`src/rtl/core/owbs_pkg.sv`:
```
// ----------------------------------------------------------------------------
// One-wire backlight sender package
// Types, register indexes, reset values and the level scaling function.
// ----------------------------------------------------------------------------
package owbs_pkg;

  localparam int CFG_IDX_W  = 3;
  localparam int CFG_DATA_W = 12;
  localparam int HOLD_W     = 12;
  localparam int LEVEL_W    = 8;
  localparam int CLAMP_W    = 6;
  localparam int DATA_W     = 5;

  // Register indexes on the configuration port.
  localparam logic [CFG_IDX_W-1:0] CFG_DEVICE_ADDRESS = 3'd0;
  localparam logic [CFG_IDX_W-1:0] CFG_SCALE_MODE     = 3'd1;
  localparam logic [CFG_IDX_W-1:0] CFG_SHORT_US       = 3'd2;
  localparam logic [CFG_IDX_W-1:0] CFG_LONG_US        = 3'd3;
  localparam logic [CFG_IDX_W-1:0] CFG_ENTRY_HIGH_US  = 3'd4;
  localparam logic [CFG_IDX_W-1:0] CFG_ENTRY_LOW_US   = 3'd5;
  localparam logic [CFG_IDX_W-1:0] CFG_ENTRY_WAIT_US  = 3'd6;
  localparam logic [CFG_IDX_W-1:0] CFG_OFF_HOLD_US    = 3'd7;

  // Register reset values.
  localparam logic [7:0]        RST_DEVICE_ADDRESS = 8'h72;
  localparam logic              RST_SCALE_MODE     = 1'b0;
  localparam logic [7:0]        RST_SHORT_US       = 8'd10;
  localparam logic [7:0]        RST_LONG_US        = 8'd40;
  localparam logic [HOLD_W-1:0] RST_ENTRY_HIGH_US  = 12'd300;
  localparam logic [HOLD_W-1:0] RST_ENTRY_LOW_US   = 12'd600;
  localparam logic [HOLD_W-1:0] RST_ENTRY_WAIT_US  = 12'd700;
  localparam logic [HOLD_W-1:0] RST_OFF_HOLD_US    = 12'd3000;

  localparam logic [CLAMP_W-1:0] MAX_LEVEL  = 6'd32;
  localparam logic [CLAMP_W-1:0] SCALE_KNEE = 6'd30;
  localparam logic [DATA_W-1:0]  CAP_MODE0  = 5'd26;
  localparam logic [DATA_W-1:0]  CAP_MODE1  = 5'd30;

  typedef enum logic [3:0] {
    ST_IDLE,
    ST_DECIDE,
    ST_OFF,
    ST_ZERO,
    ST_ENTRY_HIGH,
    ST_ENTRY_LOW,
    ST_ENTRY_WAIT,
    ST_START,
    ST_BIT_LOW,
    ST_BIT_HIGH,
    ST_STOP,
    ST_TAIL
  } state_t;

  typedef enum logic [3:0] {
    SEG_OFF,
    SEG_ZERO,
    SEG_ENTRY_HIGH,
    SEG_ENTRY_LOW,
    SEG_ENTRY_WAIT,
    SEG_START,
    SEG_BIT_LOW,
    SEG_BIT_HIGH,
    SEG_STOP,
    SEG_TAIL
  } seg_kind_t;

  typedef struct packed {
    logic      accept;
    logic      emit;
    seg_kind_t seg;
    logic      last;
    logic      next_bit;
    logic      load_data;
    logic      set_mode;
    logic      clr_mode;
  } ctrl_cmd_t;

  typedef struct packed {
    logic panel_on;
    logic level_zero;
    logic in_mode;
    logic bit_done;
    logic second_byte;
    logic out_free;
  } ctrl_status_t;

  // Clamped level (0..32) to the five-bit data byte.
  function automatic logic [DATA_W-1:0] scale_level(input logic [CLAMP_W-1:0] lvl,
                                                    input logic mode);
    logic [CLAMP_W+1:0] triple;
    logic [DATA_W-1:0]  res;
    triple = {2'b00, lvl} + {1'b0, lvl, 1'b0};
    if (lvl >= SCALE_KNEE) begin
      res = mode ? CAP_MODE1 : CAP_MODE0;
    end else if (mode) begin
      res = lvl[DATA_W-1:0];
    end else begin
      res = triple[DATA_W+1:2];
    end
    return res;
  endfunction

endpackage

```
`src/rtl/core/owbs_if.sv`:
```
// ----------------------------------------------------------------------------
// One-wire backlight sender channels
// Brightness request channel and pin segment channel, valid/ready handshake.
// ----------------------------------------------------------------------------
interface owbs_req_if;
  logic       valid;
  logic       ready;
  logic [7:0] level;
  logic       panel_on;

  modport source (output valid, output level, output panel_on, input ready);
  modport sink   (input valid, input level, input panel_on, output ready);
endinterface

interface owbs_seg_if;
  logic        valid;
  logic        ready;
  logic        line_level;
  logic [11:0] hold_us;
  logic        last;

  modport source (output valid, output line_level, output hold_us, output last, input ready);
  modport sink   (input valid, input line_level, input hold_us, input last, output ready);
endinterface

```
`src/rtl/core/owbs_ctrl.sv`:
```
// ----------------------------------------------------------------------------
// One-wire backlight sender controller
// Walks the segment sequence of one request and drives the datapath.
// ----------------------------------------------------------------------------
module owbs_ctrl (
  input  logic                     clk,
  input  logic                     rst,
  input  logic                     req_valid,
  output logic                     req_ready,
  input  owbs_pkg::ctrl_status_t   status,
  output owbs_pkg::ctrl_cmd_t      cmd
);

  owbs_pkg::state_t state;
  owbs_pkg::state_t state_next;

  always_ff @(posedge clk) begin
    if (rst) begin
      state <= owbs_pkg::ST_IDLE;
    end else begin
      state <= state_next;
    end
  end

  always_comb begin
    state_next = state;
    unique case (state)
      owbs_pkg::ST_IDLE: begin
        if (req_valid) state_next = owbs_pkg::ST_DECIDE;
      end
      owbs_pkg::ST_DECIDE: begin
        if (!status.panel_on) begin
          state_next = owbs_pkg::ST_OFF;
        end else if (status.level_zero) begin
          state_next = owbs_pkg::ST_ZERO;
        end else if (!status.in_mode) begin
          state_next = owbs_pkg::ST_ENTRY_HIGH;
        end else begin
          state_next = owbs_pkg::ST_START;
        end
      end
      owbs_pkg::ST_OFF, owbs_pkg::ST_ZERO: begin
        if (status.out_free) state_next = owbs_pkg::ST_IDLE;
      end
      owbs_pkg::ST_ENTRY_HIGH: begin
        if (status.out_free) state_next = owbs_pkg::ST_ENTRY_LOW;
      end
      owbs_pkg::ST_ENTRY_LOW: begin
        if (status.out_free) state_next = owbs_pkg::ST_ENTRY_WAIT;
      end
      owbs_pkg::ST_ENTRY_WAIT: begin
        if (status.out_free) state_next = owbs_pkg::ST_START;
      end
      owbs_pkg::ST_START: begin
        if (status.out_free) state_next = owbs_pkg::ST_BIT_LOW;
      end
      owbs_pkg::ST_BIT_LOW: begin
        if (status.out_free) state_next = owbs_pkg::ST_BIT_HIGH;
      end
      owbs_pkg::ST_BIT_HIGH: begin
        if (status.out_free) begin
          state_next = status.bit_done ? owbs_pkg::ST_STOP : owbs_pkg::ST_BIT_LOW;
        end
      end
      owbs_pkg::ST_STOP: begin
        if (status.out_free) state_next = owbs_pkg::ST_TAIL;
      end
      owbs_pkg::ST_TAIL: begin
        if (status.out_free) begin
          state_next = status.second_byte ? owbs_pkg::ST_IDLE : owbs_pkg::ST_START;
        end
      end
      default: state_next = owbs_pkg::ST_IDLE;
    endcase
  end

  always_comb begin
    cmd       = '0;
    cmd.seg   = owbs_pkg::SEG_OFF;
    req_ready = 1'b0;
    unique case (state)
      owbs_pkg::ST_IDLE: begin
        req_ready  = 1'b1;
        cmd.accept = req_valid;
      end
      owbs_pkg::ST_DECIDE: begin
        cmd.emit = 1'b0;
      end
      owbs_pkg::ST_OFF: begin
        cmd.emit = status.out_free;
        cmd.seg  = owbs_pkg::SEG_OFF;
        cmd.last = 1'b1;
      end
      owbs_pkg::ST_ZERO: begin
        cmd.emit     = status.out_free;
        cmd.seg      = owbs_pkg::SEG_ZERO;
        cmd.last     = 1'b1;
        cmd.clr_mode = status.out_free;
      end
      owbs_pkg::ST_ENTRY_HIGH: begin
        cmd.emit = status.out_free;
        cmd.seg  = owbs_pkg::SEG_ENTRY_HIGH;
      end
      owbs_pkg::ST_ENTRY_LOW: begin
        cmd.emit = status.out_free;
        cmd.seg  = owbs_pkg::SEG_ENTRY_LOW;
      end
      owbs_pkg::ST_ENTRY_WAIT: begin
        cmd.emit     = status.out_free;
        cmd.seg      = owbs_pkg::SEG_ENTRY_WAIT;
        cmd.set_mode = status.out_free;
      end
      owbs_pkg::ST_START: begin
        cmd.emit = status.out_free;
        cmd.seg  = owbs_pkg::SEG_START;
      end
      owbs_pkg::ST_BIT_LOW: begin
        cmd.emit = status.out_free;
        cmd.seg  = owbs_pkg::SEG_BIT_LOW;
      end
      owbs_pkg::ST_BIT_HIGH: begin
        cmd.emit     = status.out_free;
        cmd.seg      = owbs_pkg::SEG_BIT_HIGH;
        cmd.next_bit = status.out_free;
      end
      owbs_pkg::ST_STOP: begin
        cmd.emit = status.out_free;
        cmd.seg  = owbs_pkg::SEG_STOP;
      end
      owbs_pkg::ST_TAIL: begin
        cmd.emit      = status.out_free;
        cmd.seg       = owbs_pkg::SEG_TAIL;
        cmd.last      = status.second_byte;
        cmd.load_data = status.out_free && !status.second_byte;
      end
      default: cmd = '0;
    endcase
  end

endmodule

```
`src/rtl/core/owbs_datapath.sv`:
```
// ----------------------------------------------------------------------------
// One-wire backlight sender datapath
// Configuration registers, request registers, bit shifter and output register.
// ----------------------------------------------------------------------------
module owbs_datapath (
  input  logic                               clk,
  input  logic                               rst,
  input  logic                               cfg_we,
  input  logic [owbs_pkg::CFG_IDX_W-1:0]     cfg_index,
  input  logic [owbs_pkg::CFG_DATA_W-1:0]    cfg_data,
  input  logic [owbs_pkg::LEVEL_W-1:0]       req_level,
  input  logic                               req_panel_on,
  input  owbs_pkg::ctrl_cmd_t                cmd,
  output owbs_pkg::ctrl_status_t             status,
  input  logic                               seg_ready,
  output logic                               seg_valid,
  output logic                               seg_line_level,
  output logic [owbs_pkg::HOLD_W-1:0]        seg_hold_us,
  output logic                               seg_last
);

  logic [7:0]                   device_address;
  logic                         scale_mode;
  logic [7:0]                   short_us;
  logic [7:0]                   long_us;
  logic [owbs_pkg::HOLD_W-1:0]  entry_high_us;
  logic [owbs_pkg::HOLD_W-1:0]  entry_low_us;
  logic [owbs_pkg::HOLD_W-1:0]  entry_wait_us;
  logic [owbs_pkg::HOLD_W-1:0]  off_hold_us;

  logic                         panel_on;
  logic                         level_zero;
  logic                         in_mode;
  logic [owbs_pkg::DATA_W-1:0]  data_byte;
  logic [7:0]                   shifter;
  logic [2:0]                   bit_count;
  logic                         second_byte;

  logic [owbs_pkg::CLAMP_W-1:0] level_clamped;
  logic                         seg_level_d;
  logic [owbs_pkg::HOLD_W-1:0]  seg_hold_d;
  logic [owbs_pkg::HOLD_W-1:0]  short_ext;
  logic [owbs_pkg::HOLD_W-1:0]  long_ext;

  always_ff @(posedge clk) begin
    if (rst) begin
      device_address <= owbs_pkg::RST_DEVICE_ADDRESS;
      scale_mode     <= owbs_pkg::RST_SCALE_MODE;
      short_us       <= owbs_pkg::RST_SHORT_US;
      long_us        <= owbs_pkg::RST_LONG_US;
      entry_high_us  <= owbs_pkg::RST_ENTRY_HIGH_US;
      entry_low_us   <= owbs_pkg::RST_ENTRY_LOW_US;
      entry_wait_us  <= owbs_pkg::RST_ENTRY_WAIT_US;
      off_hold_us    <= owbs_pkg::RST_OFF_HOLD_US;
    end else if (cfg_we) begin
      unique case (cfg_index)
        owbs_pkg::CFG_DEVICE_ADDRESS: device_address <= cfg_data[7:0];
        owbs_pkg::CFG_SCALE_MODE:     scale_mode     <= cfg_data[0];
        owbs_pkg::CFG_SHORT_US:       short_us       <= cfg_data[7:0];
        owbs_pkg::CFG_LONG_US:        long_us        <= cfg_data[7:0];
        owbs_pkg::CFG_ENTRY_HIGH_US:  entry_high_us  <= cfg_data;
        owbs_pkg::CFG_ENTRY_LOW_US:   entry_low_us   <= cfg_data;
        owbs_pkg::CFG_ENTRY_WAIT_US:  entry_wait_us  <= cfg_data;
        owbs_pkg::CFG_OFF_HOLD_US:    off_hold_us    <= cfg_data;
        default: ;
      endcase
    end
  end

  assign level_clamped = (req_level > {2'b00, owbs_pkg::MAX_LEVEL}) ?
                         owbs_pkg::MAX_LEVEL : req_level[owbs_pkg::CLAMP_W-1:0];

  // Request registers and the byte shifter; the address byte goes first.
  always_ff @(posedge clk) begin
    if (cmd.accept) begin
      panel_on    <= req_panel_on;
      level_zero  <= (req_level == '0);
      data_byte   <= owbs_pkg::scale_level(level_clamped, scale_mode);
      shifter     <= device_address;
      bit_count   <= '0;
      second_byte <= 1'b0;
    end else if (cmd.next_bit) begin
      shifter   <= {shifter[6:0], 1'b0};
      bit_count <= bit_count + 3'd1;
    end else if (cmd.load_data) begin
      shifter     <= {3'b000, data_byte};
      bit_count   <= '0;
      second_byte <= 1'b1;
    end
  end

  always_ff @(posedge clk) begin
    if (rst) begin
      in_mode <= 1'b0;
    end else if (cmd.set_mode) begin
      in_mode <= 1'b1;
    end else if (cmd.clr_mode) begin
      in_mode <= 1'b0;
    end
  end

  assign short_ext = {4'b0000, short_us};
  assign long_ext  = {4'b0000, long_us};

  always_comb begin
    seg_level_d = 1'b0;
    seg_hold_d  = '0;
    unique case (cmd.seg)
      owbs_pkg::SEG_OFF: begin
        seg_level_d = 1'b0;
        seg_hold_d  = '0;
      end
      owbs_pkg::SEG_ZERO: begin
        seg_level_d = 1'b0;
        seg_hold_d  = off_hold_us;
      end
      owbs_pkg::SEG_ENTRY_HIGH: begin
        seg_level_d = 1'b1;
        seg_hold_d  = entry_high_us;
      end
      owbs_pkg::SEG_ENTRY_LOW: begin
        seg_level_d = 1'b0;
        seg_hold_d  = entry_low_us;
      end
      owbs_pkg::SEG_ENTRY_WAIT: begin
        seg_level_d = 1'b1;
        seg_hold_d  = entry_wait_us;
      end
      owbs_pkg::SEG_START: begin
        seg_level_d = 1'b1;
        seg_hold_d  = short_ext;
      end
      owbs_pkg::SEG_BIT_LOW: begin
        seg_level_d = 1'b0;
        seg_hold_d  = shifter[7] ? short_ext : long_ext;
      end
      owbs_pkg::SEG_BIT_HIGH: begin
        seg_level_d = 1'b1;
        seg_hold_d  = shifter[7] ? long_ext : short_ext;
      end
      owbs_pkg::SEG_STOP: begin
        seg_level_d = 1'b0;
        seg_hold_d  = short_ext;
      end
      owbs_pkg::SEG_TAIL: begin
        seg_level_d = 1'b1;
        seg_hold_d  = '0;
      end
      default: begin
        seg_level_d = 1'b0;
        seg_hold_d  = '0;
      end
    endcase
  end

  always_ff @(posedge clk) begin
    if (rst) begin
      seg_valid <= 1'b0;
    end else if (cmd.emit) begin
      seg_valid <= 1'b1;
    end else if (seg_ready) begin
      seg_valid <= 1'b0;
    end
  end

  always_ff @(posedge clk) begin
    if (cmd.emit) begin
      seg_line_level <= seg_level_d;
      seg_hold_us    <= seg_hold_d;
      seg_last       <= cmd.last;
    end
  end

  always_comb begin
    status.panel_on    = panel_on;
    status.level_zero  = level_zero;
    status.in_mode     = in_mode;
    status.bit_done    = (bit_count == 3'd7);
    status.second_byte = second_byte;
    status.out_free    = !seg_valid || seg_ready;
  end

endmodule

```
`src/rtl/core/one_wire_backlight_sender_top.sv`:
```
// ----------------------------------------------------------------------------
// One-wire backlight sender
// Turns brightness requests into timed pin segments for a one-wire backlight
// controller.
// ----------------------------------------------------------------------------
//  Channel   Direction  Carries                          Handshake
//  req       in         level[7:0], panel_on             valid/ready
//  seg       out        line_level, hold_us[11:0], last  valid/ready
//  cfg       in         cfg_we, cfg_index[2:0], cfg_data  write enable only
//
// A request is taken in the idle state and decoded in the decide state. A
// panel-off or zero-level request gives a single segment; any other gives two
// byte frames, after the mode entry sequence if the line is not in one-wire
// mode. The single output register takes one segment a cycle while seg is
// ready. A stall on seg holds the controller in place; a new request is taken
// only once the final segment is in the output register. Reset is synchronous
// and returns the registers to their defaults and the line to normal mode.
// ----------------------------------------------------------------------------
module one_wire_backlight_sender_top (
  input  logic                            clk,
  input  logic                            rst,
  input  logic                            cfg_we,
  input  logic [owbs_pkg::CFG_IDX_W-1:0]  cfg_index,
  input  logic [owbs_pkg::CFG_DATA_W-1:0] cfg_data,
  owbs_req_if.sink                        req,
  owbs_seg_if.source                      seg
);

  // Commands from the controller and status back from the datapath.
  owbs_pkg::ctrl_cmd_t    cmd;
  owbs_pkg::ctrl_status_t status;

  // The controller steps through the segment sequence of one request: the
  // optional mode entry phases, then two byte frames of start, eight bits of
  // two phases each, stop and a final high with no hold time.
  owbs_ctrl u_ctrl (
    .clk       (clk),
    .rst       (rst),
    .req_valid (req.valid),
    .req_ready (req.ready),
    .status    (status),
    .cmd       (cmd)
  );

  // The datapath keeps the configuration, the decoded request, the bit
  // shifter and the output register that feeds the segment channel.
  owbs_datapath u_datapath (
    .clk            (clk),
    .rst            (rst),
    .cfg_we         (cfg_we),
    .cfg_index      (cfg_index),
    .cfg_data       (cfg_data),
    .req_level      (req.level),
    .req_panel_on   (req.panel_on),
    .cmd            (cmd),
    .status         (status),
    .seg_ready      (seg.ready),
    .seg_valid      (seg.valid),
    .seg_line_level (seg.line_level),
    .seg_hold_us    (seg.hold_us),
    .seg_last       (seg.last)
  );

endmodule

```
`src/flat_wrapper.sv`:
```
// flat-port wrapper written by rule: the top's interface ports become plain ports
module one_wire_backlight_sender_top_flat 
  (clk, rst, cfg_we, cfg_index, cfg_data, req_valid, req_level, req_panel_on, req_ready, seg_valid, seg_line_level, seg_hold_us, seg_last, seg_ready);
  owbs_req_if req_i ();
  owbs_seg_if seg_i ();
  input  logic clk;
  input  logic rst;
  input  logic cfg_we;
  input  logic [owbs_pkg::CFG_IDX_W-1:0] cfg_index;
  input  logic [owbs_pkg::CFG_DATA_W-1:0] cfg_data;
  input wire logic [$bits(req_i.valid)-1:0] req_valid;
  input wire logic [$bits(req_i.level)-1:0] req_level;
  input wire logic [$bits(req_i.panel_on)-1:0] req_panel_on;
  output wire logic [$bits(req_i.ready)-1:0] req_ready;
  output wire logic [$bits(seg_i.valid)-1:0] seg_valid;
  output wire logic [$bits(seg_i.line_level)-1:0] seg_line_level;
  output wire logic [$bits(seg_i.hold_us)-1:0] seg_hold_us;
  output wire logic [$bits(seg_i.last)-1:0] seg_last;
  input wire logic [$bits(seg_i.ready)-1:0] seg_ready;
  assign req_i.valid = req_valid;
  assign req_i.level = req_level;
  assign req_i.panel_on = req_panel_on;
  assign req_ready = req_i.ready;
  assign seg_valid = seg_i.valid;
  assign seg_line_level = seg_i.line_level;
  assign seg_hold_us = seg_i.hold_us;
  assign seg_last = seg_i.last;
  assign seg_i.ready = seg_ready;
  one_wire_backlight_sender_top u_core (.clk(clk), .rst(rst), .cfg_we(cfg_we), .cfg_index(cfg_index), .cfg_data(cfg_data), .req(req_i), .seg(seg_i));
endmodule
```
`config.mk`:
```
export PLATFORM = sky130hd
export DESIGN_NAME = one_wire_backlight_sender_top_flat
export DESIGN_NICKNAME = d
export VERILOG_FILES = /design/src/rtl/core/owbs_pkg.sv /design/src/rtl/core/owbs_if.sv /design/src/rtl/core/owbs_ctrl.sv /design/src/rtl/core/owbs_datapath.sv /design/src/rtl/core/one_wire_backlight_sender_top.sv /design/src/flat_wrapper.sv
export SDC_FILE = /design/constraint.sdc
export NUM_CORES = 1
export LEC_CHECK = 0
export BUFFER_PORTS_ARGS = -buffer_cell sky130_fd_sc_hd__buf_2
export CAP_MARGIN = 20
export CORE_UTILIZATION = 35
export CTS_BUF_LIST = sky130_fd_sc_hd__clkbuf_16
export CTS_CLUSTER_SIZE = 8
export DETAILED_ROUTE_END_ITERATION = 12
export GPL_ROUTABILITY_DRIVEN = 0
export PLACE_DENSITY_LB_ADDON = 0.05
export SLEW_MARGIN = 20
export SYNTH_ARGS = -nofsm -noshare
export SYNTH_HDL_FRONTEND = slang
export SYNTH_SLANG_ARGS = --single-unit
```
`constraint.sdc`:
```
create_clock -name clk -period 6.18 [get_ports clk]
set_input_delay 0.927 -clock clk [delete_from_list [all_inputs] [get_ports clk]]
set_output_delay 0.927 -clock clk [all_outputs]
set_load 0.1 [all_outputs]
```
=== After elaboration in Yosys (flattened, before gate mapping) ===
Index checks and enable logic that the tools add are counted.

* Reduce and logical (&&, ||, !) cells: 25
* Equal/unequal tests: 38
* $add $sub $neg: 2
* Order comparisons: 2
* Multiplexer cells: 42
* Bitwise logic cells: 1

{| class="wikitable"
|+ Operators with widths
! cell !! number
|-
| 12-bit case mux with 7 select lines || 1
|-
| 4-bit case mux with 11 select lines || 1
|-
| 4-bit 2-to-1 mux || 10
|-
| 8-bit 2-to-1 mux || 5
|-
| 4-bit case mux with 9 select lines || 1
|-
| 4-bit by 3-bit equality test with 1-bit output (second input constant) || 8
|-
| 4-bit equality test (second input constant) || 6
|-
| 3-bit 2-to-1 mux || 6
|-
| 2-bit inequality test (second input constant) || 9
|-
| 2-bit AND reduction || 9
|-
| 4-bit by 2-bit equality test with 1-bit output (second input constant) || 4
|-
| 3-bit equality test (second input constant) || 5
|-
| 1-bit 2-to-1 mux || 12
|-
| 5-bit 2-to-1 mux || 2
|-
| 10-bit AND reduction || 1
|-
| 10-bit OR reduction || 1
|-
| 4-bit by 1-bit equality test with 1-bit output (second input constant) || 2
|-
| 8-bit by 6-bit greater-than comparator with 1-bit output (second input constant) || 1
|-
| 8-bit logical NOT || 1
|-
| 6-bit by 7-bit adder with 7-bit output || 1
|-
| 3-bit by 2-bit equality test with 1-bit output (second input constant) || 2
|-
| 6-bit by 5-bit greater-or-equal comparator with 1-bit output (second input constant) || 1
|-
| 6-bit 2-to-1 mux || 1
|-
| 2-bit nonzero test || 3
|-
| other kinds (14) || 17
|}

* Bits in registers: 112
* Logic and storage cells: 130
* Output and inout port bits: 16

=== Longest topological paths before layout ===
Gate-level depths: netlist of the first run.

* Word-level depth: 7
* Mapped depth: 11
* Gate-level depth less buffers: 11

=== Cells and area by module ===
Synthesis of the first run repeated with hierarchy kept, for this count alone.

* Cell total of the unflattened synthesis: 576
* Area, all modules: 5237.5 um2

{| class="wikitable"
|+ Modules (own cells, without submodules)
! module !! times used !! cells an instance !! area an instance (um2)
|-
| owbs_datapath || 1 || 501 || 4747.1
|-
| owbs_ctrl || 1 || 75 || 490.5
|}

=== Least setup slack after synthesis of the first run ===
No wires, ideal clock.

* Path type: register to register
* From: register u_core.u_ctrl.state[2]
* To: register u_core.u_datapath.shifter[0], enable pin
* Cell stages (with the launch flop): 7
* Slack: 2.230 ns
* Arrival time: 3.615 ns
* Library setup time: 0.334 ns
* Period minus slack after synthesis: 3.950 ns
* Data required time: 5.846 ns
* Cell sequence: dfxtp_1 -> inv_1 -> ha_1 -> nor3b_1 -> and2_1 -> buf_4 -> nand2b_1

* Word-level cells in the longest chain between the ends: 3
* Elaborated cells between the ends (all ways): 7

{| class="wikitable"
|+ Ends and longest elaborated chain
! item !! RTL line !! RTL
|-
| start, declared || owbs_ctrl.sv:14 || <nowiki>owbs_pkg::state_t state;</nowiki>
|-
| start signal, assigned || owbs_ctrl.sv:19 || <nowiki>state <= owbs_pkg::ST_IDLE;</nowiki>
|-
| start signal, assigned || owbs_ctrl.sv:21 || <nowiki>state <= state_next;</nowiki>
|-
| 4-bit equality test or 4-bit logical NOT (tied branches) || owbs_ctrl.sv:81 || <nowiki>unique case (state)</nowiki>
|-
| 1-bit 2-to-1 mux || owbs_ctrl.sv:81 ||
|-
| 3-bit nonzero test (no line) * || - ||
|-
| end signal, assigned || owbs_datapath.sv:79 || <nowiki>shifter <= device_address;</nowiki>
|-
| end signal, assigned || owbs_datapath.sv:83 || <nowiki>shifter <= {shifter[6:0], 1'b0};</nowiki>
|-
| end signal, assigned || owbs_datapath.sv:86 || <nowiki>shifter <= {3'b000, data_byte};</nowiki>
|-
| end, declared || owbs_datapath.sv:35 || <nowiki>logic [7:0] shifter;</nowiki>
|}

Every way passes the cells marked *; elsewhere a longest branch is shown, timed or not.
A chain may end at the register's enable or synchronous reset.

=== Final worst setup path of the first run ===
* From: register u_core.u_ctrl.state[2]
* To: output req_ready

* Word-level cells in the longest chain between the ends: 2

{| class="wikitable"
|+ Ends and longest elaborated chain
! item !! RTL line !! RTL
|-
| 4-bit logical NOT || owbs_ctrl.sv:81 ||
|-
| 1-bit 2-to-1 mux || owbs_ctrl.sv:81 ||
|-
| end, declared || flat_wrapper.sv:14 || <nowiki>output wire logic [$bits(req_i.ready)-1:0] req_ready;</nowiki>
|}

Every way passes these cells.

==> run_results.csv, run 1 <==
group,metric,value,unit
drt,wire_per_inst,16.7,um
clock_network,post_cts_buffers,0,
yosys,ys_async_sr_fraction,0,%
timing,hold_viol,0,
placement,dp.final_hpwl,8000,um
yosys,syn_nets,585,
clock_network,root_buffer,"clkbuf_16",
clock_network,cts-buffers-inserted,9,
yosys,synthXorXnorAreaFrac,0.863,%
floorplan,die_x,122,um
yosys,ys_types,54,
pwr,power.density,349,nW/um^2
hold_path,worstHoldPathCells,2,
clock_network,cts_tree,"done",
worst_setup_path,start_kind,"flip-flop",
pwr,leakage,2.14,nW
drt,via_per_inst,5.25,
floorplan,num_rows,43,
yosys,synthesis.area,5070,um^2
timing,finalCritPeriodShare,48.2,%
drt,ant_nets,0,
clock_network,ctsResizeCount,0,
worst_setup_path,path_cells,"inv_1 > ha_1 > nor3b_1 > buf_2",
drt,dr.first_iter.drc_count,437,
floorplan,ios,45,
pwr,ir_drop,0.148,mV
yosys,synth_ff_type,"dfxtp_1",
drt,drt_pass1_iterations,5,
worst_setup_path,r2r-end,"u_core.u_datapath.shifter[6]",
yosys,synth_compound_area_share,15.6,%
worst_setup_path,crit_arrival,2050,ps
hold_path,min_path_type,"reg -> reg",
hold_path,min_to,"u_core.u_datapath.entry_low_us[8]",
floorplan,core_area,14000,um^2
yosys,synth-seq-area-share,49.9,%
timing,drv_slew,0,
worst_setup_path,worst-endpoint-required,5250,ps
floorplan,start_util,36.3,%
clock_network,hold_buffers,0,
worst_setup_path,max_stage_delay,510,ps
cells_and_area,antennaDiodeCount,0,
timing,setup_viol,0,
pwr,total_power,2.00,mW
timing,finalClockSkew,7.22,ps
worst_setup_path,cp-end-kind,"primary output",
yosys,synth_seq_cells,112,
drt,vias,3984,
worst_setup_path,path_class,"reg -> out",
worst_setup_path,cp_max_fo,11,
cells_and_area,areaGrowthSynthToFinish,12.8,%
yosys,synth_top_family_by_area,"simple AND/OR/NAND/NOR gates",
grt,grt_pass1_vias,3710,
cells_and_area,drive_above_1_share,14.0,%
drt,drc,0,
timing,fin_ws,3200,ps
clock_network,cts_sinks,112,
timing,timing.fmax,336,MHz
yosys,synth-warning-count,0,
clock_network,htreeDepth,3,
floorplan,die_y,122,um
grt,track_usage,18.0,%
grt,grt-ovfl-total,0,
worst_setup_path,crit_buf_inv,2,
yosys,synthSimpleGateAreaFrac,22.2,%
timing,tns,0,ps
yosys,synth_edf_count,29,
worst_setup_path,r2r-start,"u_core.u_ctrl.state[2]",
floorplan,fp.dieArea,15000,um^2
placement,dpl_worst_slack,3280,ps
placement,portBuffers,44,
grt,grt_max_degree,80,
yosys,synthAdderAreaFrac,2.86,%
clock_network,cts_max_path_buffers,2,
timing,slew_headroom,28.4,%
cells_and_area,num-nets-final,614,
worst_setup_path,r2r_setup_slack,3470,ps
worst_setup_path,cpLargestDelayFamily,"buffers and inverters",
worst_setup_path,reg2reg_depth,5,
timing,fin_crit,2980,ps
status,outcome,"completed",
yosys,synthMuxAreaShare,4.34,%
yosys,syn_avg_cell_area,9.31,um^2
timing,grt_setup_unrepaired,"false",
drt,wl,12700,um
worst_setup_path,crit_slowest_cell,"buf_2",
hold_path,holdCritStartpoint,"u_core.u_datapath.entry_low_us[8]",
clock_network,clk_pin_slew_worst_paths,70,ps
yosys,syn_inst,545,
grt,grt_pass1_wl,20100,um
grt,antenna_found_initial,0,
clock_network,clk_latency,360,ps
timing,worst_pin_slew,1070,ps
flow_run,drv_cap,0,
==> state kept, by name (all words and copies together), names as in the netlist, 3 cells and up <==
name and count:
u_core.u_datapath.device_address 8, u_core.u_ctrl.state 4, u_core.u_datapath.off_hold_us 12, u_core.u_datapath.bit_count 3, u_core.u_datapath.entry_low_us 12, u_core.u_datapath.short_us 8, u_core.u_datapath.shifter 8, u_core.u_datapath.entry_high_us 12
u_core.u_datapath.entry_wait_us 12, u_core.u_datapath.long_us 8, u_core.u_datapath.data_byte 5, u_core.u_datapath.seg_hold_us 12
==> how the worst max path moves through the flow <==
stage	cells past startpoint	slack [ps]	start	to
6_report	4	3200	u_core.u_ctrl.state[2]	req_ready
3_3_place_gp	12	3310	req_level[7]	u_core.u_datapath.data_byte[3]
2_1_floorplan	6	2230	u_core.u_ctrl.state[2]	u_core.u_datapath.shifter[0]
5_1_grt	4	3050	u_core.u_ctrl.state[2]	req_ready
3_5_place_dp	12	3280	req_level[7]	u_core.u_datapath.data_byte[3]
4_1_cts	4	3190	u_core.u_ctrl.state[2]	req_ready
==> metal layers <==
metal | up-vias | track usage (%) | routed length [um]
li1 | 1979 | - | -
met1 | 1902 | 25.7 | 6290
met2 | 94 | 27.4 | 5690
met3 | 9 | 4.46 | 624
met4 | 0 | 3.89 | 89
met5 | - | 0 | 0
==> cell type report <==
class	count	area, um^2
fill	1410	8270
inverter	9	41.3
clock buffer	11	275
multi-input combinational	390	2330
timing repair buffer	52	280
sequential	112	2530
clock inverter	5	33.8
tap	180	225
==> per-stage QoR <==
| stage | cells | cell area, um^2 | utilization (%) | hold WS (ps) |
|---|---|---|---|---|
| 2_1_floorplan | 545 | 5070 | - | 436 |
| 3_3_place_gp | 743 | 5410 | 38.7 | 442 |
| 3_5_place_dp | 743 | 5410 | 38.7 | 448 |
| 4_1_cts | 759 | 5720 | 40.9 | 459 |
| 5_1_grt | 759 | 5720 | 40.9 | 483 |
| 6_report | 759 | 5720 | 40.9 | 456 |
==> worst min-delay path, stage by stage (launching register included) <==
cell     delay [ps]
dfxtp_1         310
nand2_1          50
a21oi_1          50
==> cell usage in the layout, fill, tap and decap left out, types with 3 or more instances in the layout <==
cell type,instances
o21ai_0,11
edfxtp_1,29
clkbuf_16,11
inv_1,9
buf_2,44
mux2i_1,22
or3_1,3
a222oi_1,8
nor3_1,9
nand2b_1,7
nand3_1,14
buf_4,8
nand3b_1,18
nor2b_1,14
a31oi_1,4
a21oi_1,43
xnor2_1,3
a22oi_1,18
a211o_1,13
dfxtp_1,83
nor2_1,37
nand2_1,115
a22o_1,4
ha_1,10
==> cell families after synthesis <==
kind of cell | after synthesis
flip-flops | 112
multiplexers | 22
buffers and inverters | 43
AND/OR/NAND/NOR | 237
XOR/XNOR | 5
adder cells (fa/ha/maj) | 11
AO/OA/AOI/OAI | 115
==> synth_stat cells, types with 2 or more instances <==
cell / number / area share, %
and2_2: 2 / 0.30
nand4_1: 2 / 0.25
or2_2: 2 / 0.25
o31ai_1: 2 / 0.30
ha_1: 10 / 2.5
a22o_1: 4 / 0.69
buf_4: 4 / 0.59
o21ai_0: 11 / 1.1
or3_1: 3 / 0.37
dfxtp_1: 83 / 33
xor2_1: 2 / 0.35
nand2b_1: 7 / 0.86
clkbuf_1: 16 / 1.2
edfxtp_1: 29 / 17
nor3b_1: 2 / 0.30
nor2_1: 37 / 2.7
nand3b_1: 18 / 2.7
a211o_1: 13 / 2.2
and2_1: 2 / 0.25
nor3_1: 9 / 0.89
mux2i_1: 22 / 4.3
a222oi_1: 8 / 1.6
nand2_1: 115 / 8.5
a2111oi_0: 2 / 0.35
a31oi_1: 4 / 0.49
a21oi_1: 43 / 4.2
inv_1: 8 / 0.59
buf_6: 2 / 0.44
a22oi_1: 18 / 2.7
nor2_2: 2 / 0.25
nor2b_1: 14 / 1.7
and3_1: 2 / 0.25
xnor2_1: 3 / 0.52
nand3_1: 14 / 1.4
buf_2: 11 / 1.1
==> report_power, final <==
| group | internal (mW) | total [mW] | switching [mW] |
|---|---|---|---|
| Clock | 0.324 | 0.599 | 0.275 |
| Combinational | 0.109 | 0.507 | 0.398 |
| Sequential | 0.846 | 0.890 | 0.0436 |
Power figures use the tool's default switching activity.
==> inputs of run 2 (changes only) <==
Clock period 6.18 ns to 2.8 ns, I/O delays scaled along.
==> run 2 against run 1 <==
Compared with the run above:
- critical endpoint unchanged
- utilization increased by 0.28 points
- clock skew is 2.9 ps higher
- final area increased by 0.68%
- sequential power increased by 120%
- flip-flop and latch count unchanged
- sequential share of layout area fell by 0.30 points
==> run_results.csv, run 2 (synthesis gave the netlist of run 1 again) <==
group,metric,value,unit
drt,dr.first_iter.drc_count,305,
pwr,pwr-share-clk,29.5,%
flow_run,drv_cap,0,
floorplan,num_rows,43,
pwr,seq_power_share,43.4,%
timing,timing.fmax,419,MHz
cells_and_area,multi_input_area,2340,um^2
clock_network,post_cts_buffers,0,
worst_setup_path,cp-end-kind,"primary output",
grt,track_usage,18.1,%
grt,grt_pass1_vias,3701,
worst_setup_path,start_kind,"flip-flop",
grt,antenna_found_initial,0,
clock_network,ctsResizeCount,0,
hold_path,worstHoldPathCells,1,
placement,dp.final_hpwl,8220,um
cells_and_area,design_area,5760,um^2
cells_and_area,regArea,2530,um^2
clock_network,clk_pin_slew_worst_paths,80,ps
floorplan,die_y,122,um
worst_setup_path,r2r-end,"u_core.u_datapath.seg_hold_us[7]",
worst_setup_path,path_class,"reg -> out",
drt,top_layer_used,"met4",
timing,fin_ws,413,ps
placement,portBuffers,44,
clock_network,clk_latency,350,ps
timing,fin_crit,2390,ps
drt,wire_per_inst,17.0,um
worst_setup_path,r2r_setup_slack,520,ps
worst_setup_path,cp_max_fo,11,
placement,dpl_worst_slack,396,ps
floorplan,start_util,36.3,%
pwr,pwr-share-comb,27.0,%
timing,setup_viol,0,
drt,wl_met1,6680,um
cells_and_area,layout_common_cells,"115 x nand2_1, 83 x dfxtp_1, 44 x buf_2",
pwr,p_sw,1.61,mW
grt,grt-ovfl-total,0,
drt,drc,0,
timing,slew_headroom,43.0,%
floorplan,ios,45,
cells_and_area,fillerInstances,1439,
cells_and_area,areaGrowthSynthToFinish,13.5,%
clock_network,cts_sinks,112,
placement,placed_cell_area,5460,um^2
cells_and_area,drive_above_1_share,14.9,%
pwr,ir_drop,0.295,mV
drt,vias,3982,
drt,dr_wl_met2,5530,um
drt,drt_pass1_iterations,5,
grt,grt_max_degree,80,
drt,dr_wl_met3,679,um
clock_network,hold_buffers,0,
cells_and_area,final_util,41.2,%
cells_and_area,antennaDiodeCount,0,
drt,ant_nets,0,
pwr,intPower,2.84,mW
drt,wl,13000,um
timing,drv_slew,0,
timing,tns,0,ps
pwr,leakage,2.18,nW
timing,worst_pin_slew,855,ps
clock_network,cts_max_path_buffers,2,
floorplan,core_area,14000,um^2
worst_setup_path,worst-endpoint-required,2380,ps
pwr,power.density,773,nW/um^2
clock_network,cts-buffers-inserted,9,
clock_network,root_buffer,"clkbuf_16",
hold_path,min_path_type,"in -> reg",
hold_path,min_to,"u_core.u_datapath.panel_on",
clock_network,htreeDepth,3,
timing,grt_setup_unrepaired,"false",
status,outcome,"completed",
pwr,p_sw_share,36.2,%
floorplan,fp.dieArea,15000,um^2
timing,finalCritPeriodShare,85.3,%
worst_setup_path,r2r-start,"u_core.u_ctrl.state[2]",
worst_setup_path,crit_arrival,1970,ps
cells_and_area,num-nets-final,620,
drt,via_per_inst,5.21,
floorplan,die_x,122,um
grt,grt_pass1_wl,20400,um
timing,hold_viol,0,
cells_and_area,layout_commonest_cell,"nand2_1",
hold_path,holdCritStartpoint,"req_panel_on",
worst_setup_path,reg2reg_depth,6,
timing,finalClockSkew,10.2,ps
clock_network,cts_tree,"done",
==> run 2: changes by cell type in the layout (fill, tap and decap cells not counted) <==
| cell | previous run | this run |
|---|---|---|
| inv_4 | 0 | 1 |
| clkinv_2 | 1 | 0 |
| inv_8 | 1 | 2 |
| nor3b_1 | 2 | 1 |
| nor3b_4 | 0 | 1 |
| inv_6 | 2 | 1 |
| nor2_4 | 1 | 0 |
| clkbuf_16 | 11 | 9 |
| nor2_2 | 1 | 2 |
| buf_4 | 8 | 14 |
| inv_1 | 9 | 10 |
| bufinv_16 | 0 | 1 |
==> run 2: area by class of cell <==
class | instances | share of cell area (%)
clock buffer | 9 | 3.91
clock inverter | 7 | 1.24
inverter | 9 | 0.717
multi-input combinational | 390 | 40.6
sequential | 112 | 44.0
tap | 180 | 3.91
timing repair buffer | 58 | 5.65
==> run 2: through the flow <==
step / hold WS (ps) / instances / power, mW
floorplan: 436 / 545 / 2.93
global placement: 442 / 749 / 3.17
detailed placement: 446 / 749 / 3.18
CTS: 230 / 765 / 4.50
global route: 232 / 765 / 4.64
finish: 240 / 765 / 4.45
==> run 2: worst max path at each step <==
stage                     depth (start not counted)  slack [ps]                    from                        endpoint
after detailed placement                         12         400            req_level[7]  u_core.u_datapath.data_byte[3]
after global routing                              4         300  u_core.u_ctrl.state[2]                       req_ready
after global placement                           12         440            req_level[7]  u_core.u_datapath.data_byte[3]
after floorplan                                   6         380  u_core.u_ctrl.state[2]    u_core.u_datapath.shifter[0]
final                                             4         410  u_core.u_ctrl.state[2]                       req_ready
after CTS                                         4         410  u_core.u_ctrl.state[2]                       req_ready
==> run 2: routing by layer <==
| layer | vias up | GRT usage (%) |
|---|---|---|
| li1 | 1993 | - |
| met1 | 1883 | 26.9 |
| met2 | 94 | 26.1 |
| met3 | 12 | 3.72 |
| met4 | 0 | 5.64 |
| met5 | - | 0 |
==> run 2: power groups by stage <==
stage / logic [mW] / registers [mW] / clock network (mW)
after CTS: 1.21 / 1.93 / 1.36
after floorplan: 0.547 / 2.38 / 0
after detailed placement: 1.21 / 1.97 / 0
after global placement: 1.20 / 1.97 / 0
final: 1.20 / 1.93 / 1.31
after global routing: 1.28 / 1.95 / 1.41
==> run 2: critical path, cell delays in order (launching register included) <==
cell     delay [ps]
dfxtp_1         330
inv_1            80
ha_1            430
nor3b_4         310
buf_2           470
==> inputs of run 3 (changes only) <==
Settings changed: CELL_PAD_IN_SITES_DETAIL_PLACEMENT set to 1, CELL_PAD_IN_SITES_GLOBAL_PLACEMENT set to 1, TNS_END_PERCENT set to 100.
==> run 3 against run 2 <==
Compared with the run above:
- non-clock buffer count unchanged
- routed wire length up 6.3%
- critical path depth unchanged
- flip-flop and latch count unchanged
- final cell count unchanged
- sequential power about the same
- final area up 0.11%
- die area unchanged
- worst hold slack better by 5.4 ps
- combinational power about the same
- critical path type unchanged
- critical endpoint unchanged
- highest routed layer unchanged
==> run_results.csv, run 3 (synthesis gave the netlist of run 1 again) <==
group,metric,value,unit
status,outcome,"completed",
worst_setup_path,cp-end-kind,"primary output",
placement,dp.final_hpwl,9150,um
flow_run,drv_cap,0,
cells_and_area,layout_common_cells,"115 x nand2_1, 83 x dfxtp_1, 44 x buf_2",
floorplan,ios,45,
worst_setup_path,worst-endpoint-required,2380,ps
cells_and_area,fin_cells,765,
pwr,total_power,4.39,mW
placement,dp.cells,749,
pwr,ir_drop,0.286,mV
timing,grt_setup_unrepaired,"false",
hold_path,min_path_type,"in -> reg",
timing,fin_crit,2400,ps
grt,grt_max_degree,80,
timing,hold_viol,0,
clock_network,htreeDepth,3,
timing,drv_slew,0,
worst_setup_path,reg2reg_depth,5,
grt,track_usage,19.6,%
clock_network,cts_tree,"done",
drt,dr.first_iter.drc_count,350,
pwr,leakage,2.17,nW
timing,slew_headroom,48.6,%
cells_and_area,layout_commonest_cell,"nand2_1",
grt,grt_pass1_wl,22000,um
cells_and_area,num-nets-final,620,
drt,ant_nets,0,
drt,wl,13900,um
clock_network,hold_buffers,0,
clock_network,ctsResizeCount,0,
drt,via_per_inst,5.40,
cells_and_area,design_area,5770,um^2
clock_network,cts-buffers-inserted,9,
timing,timing.fmax,417,MHz
drt,wire_per_inst,18.1,um
timing,worst_pin_slew,769,ps
drt,drc,0,
floorplan,start_util,36.3,%
clock_network,clk_latency,350,ps
clock_network,root_buffer,"clkbuf_16",
timing,tns,0,ps
clock_network,clk_pin_slew_worst_paths,80,ps
clock_network,post_cts_buffers,0,
drt,drt_pass1_iterations,4,
clock_network,cts_max_path_buffers,2,
clock_network,cts_sinks,112,
floorplan,die_x,122,um
grt,grt_pass1_vias,4047,
worst_setup_path,crit_arrival,1980,ps
placement,placed_cell_area,5490,um^2
grt,grt-ovfl-total,0,
timing,finalClockSkew,9.82,ps
worst_setup_path,start_kind,"flip-flop",
worst_setup_path,path_class,"reg -> out",
timing,setup_viol,0,
floorplan,die_y,122,um
floorplan,core_area,14000,um^2
hold_path,worstHoldPathCells,1,
timing,finalCritPeriodShare,85.7,%
pwr,power.density,762,nW/um^2
placement,portBuffers,44,
cells_and_area,areaGrowthSynthToFinish,13.7,%
floorplan,num_rows,43,
floorplan,fp.dieArea,15000,um^2
drt,vias,4128,
grt,antenna_found_initial,0,
cells_and_area,final_util,41.2,%
worst_setup_path,cp_max_fo,11,
cells_and_area,antennaDiodeCount,0,
cells_and_area,drive_above_1_share,15.0,%
run 3: area by class of cell:
class / count / area [um^2]
clock inverters: 7 / 52.6
flip-flops and latches: 112 / 2530
fillers: 1630 / 8220
inverters: 9 / 41.3
well taps: 180 / 225
repair buffers: 58 / 350
multi-input cells: 390 / 2340
clock buffers: 9 / 225
run 3: routing by layer:
metal	wire (um)	part of all wire, %	track usage [%]	up-vias
li1	-	-	-	1999
met1	6540	47	27.0	2043
met2	6650	48	31.3	79
met3	533	3.8	2.83	7
met4	122	0.88	6.48	0
met5	0	0	0	-
run 3: power breakdown:
part           total, mW  switching (mW)  internal [mW]
logic               1.21           0.936          0.274
clock network       1.23           0.621          0.613
registers           1.95          0.0829           1.87
total               4.39            1.64           2.75
run 3: final timing paths:
path,from,end,slack [ps]
setup / recovery,u_core.u_ctrl.state[2],req_ready,400
setup reg to reg,u_core.u_ctrl.state[2],u_core.u_datapath.shifter[1],460
hold reg to reg,u_core.u_datapath.entry_high_us[6],u_core.u_datapath.entry_high_us[6],460
hold / removal,req_panel_on,u_core.u_datapath.panel_on,250
run 3: worst max-delay path, cell delays in order (launching register included):
cell,delay (ps)
dfxtp_1,330
inv_1,90
ha_1,400
nor3b_4,330
buf_2,470
run 3: through the flow:
step	setup slack (ps)	hold slack (ps)
after global routing	236	231
after CTS	371	237
after detailed placement	374	450
after global placement	438	442
final	400	245
after floorplan	383	436
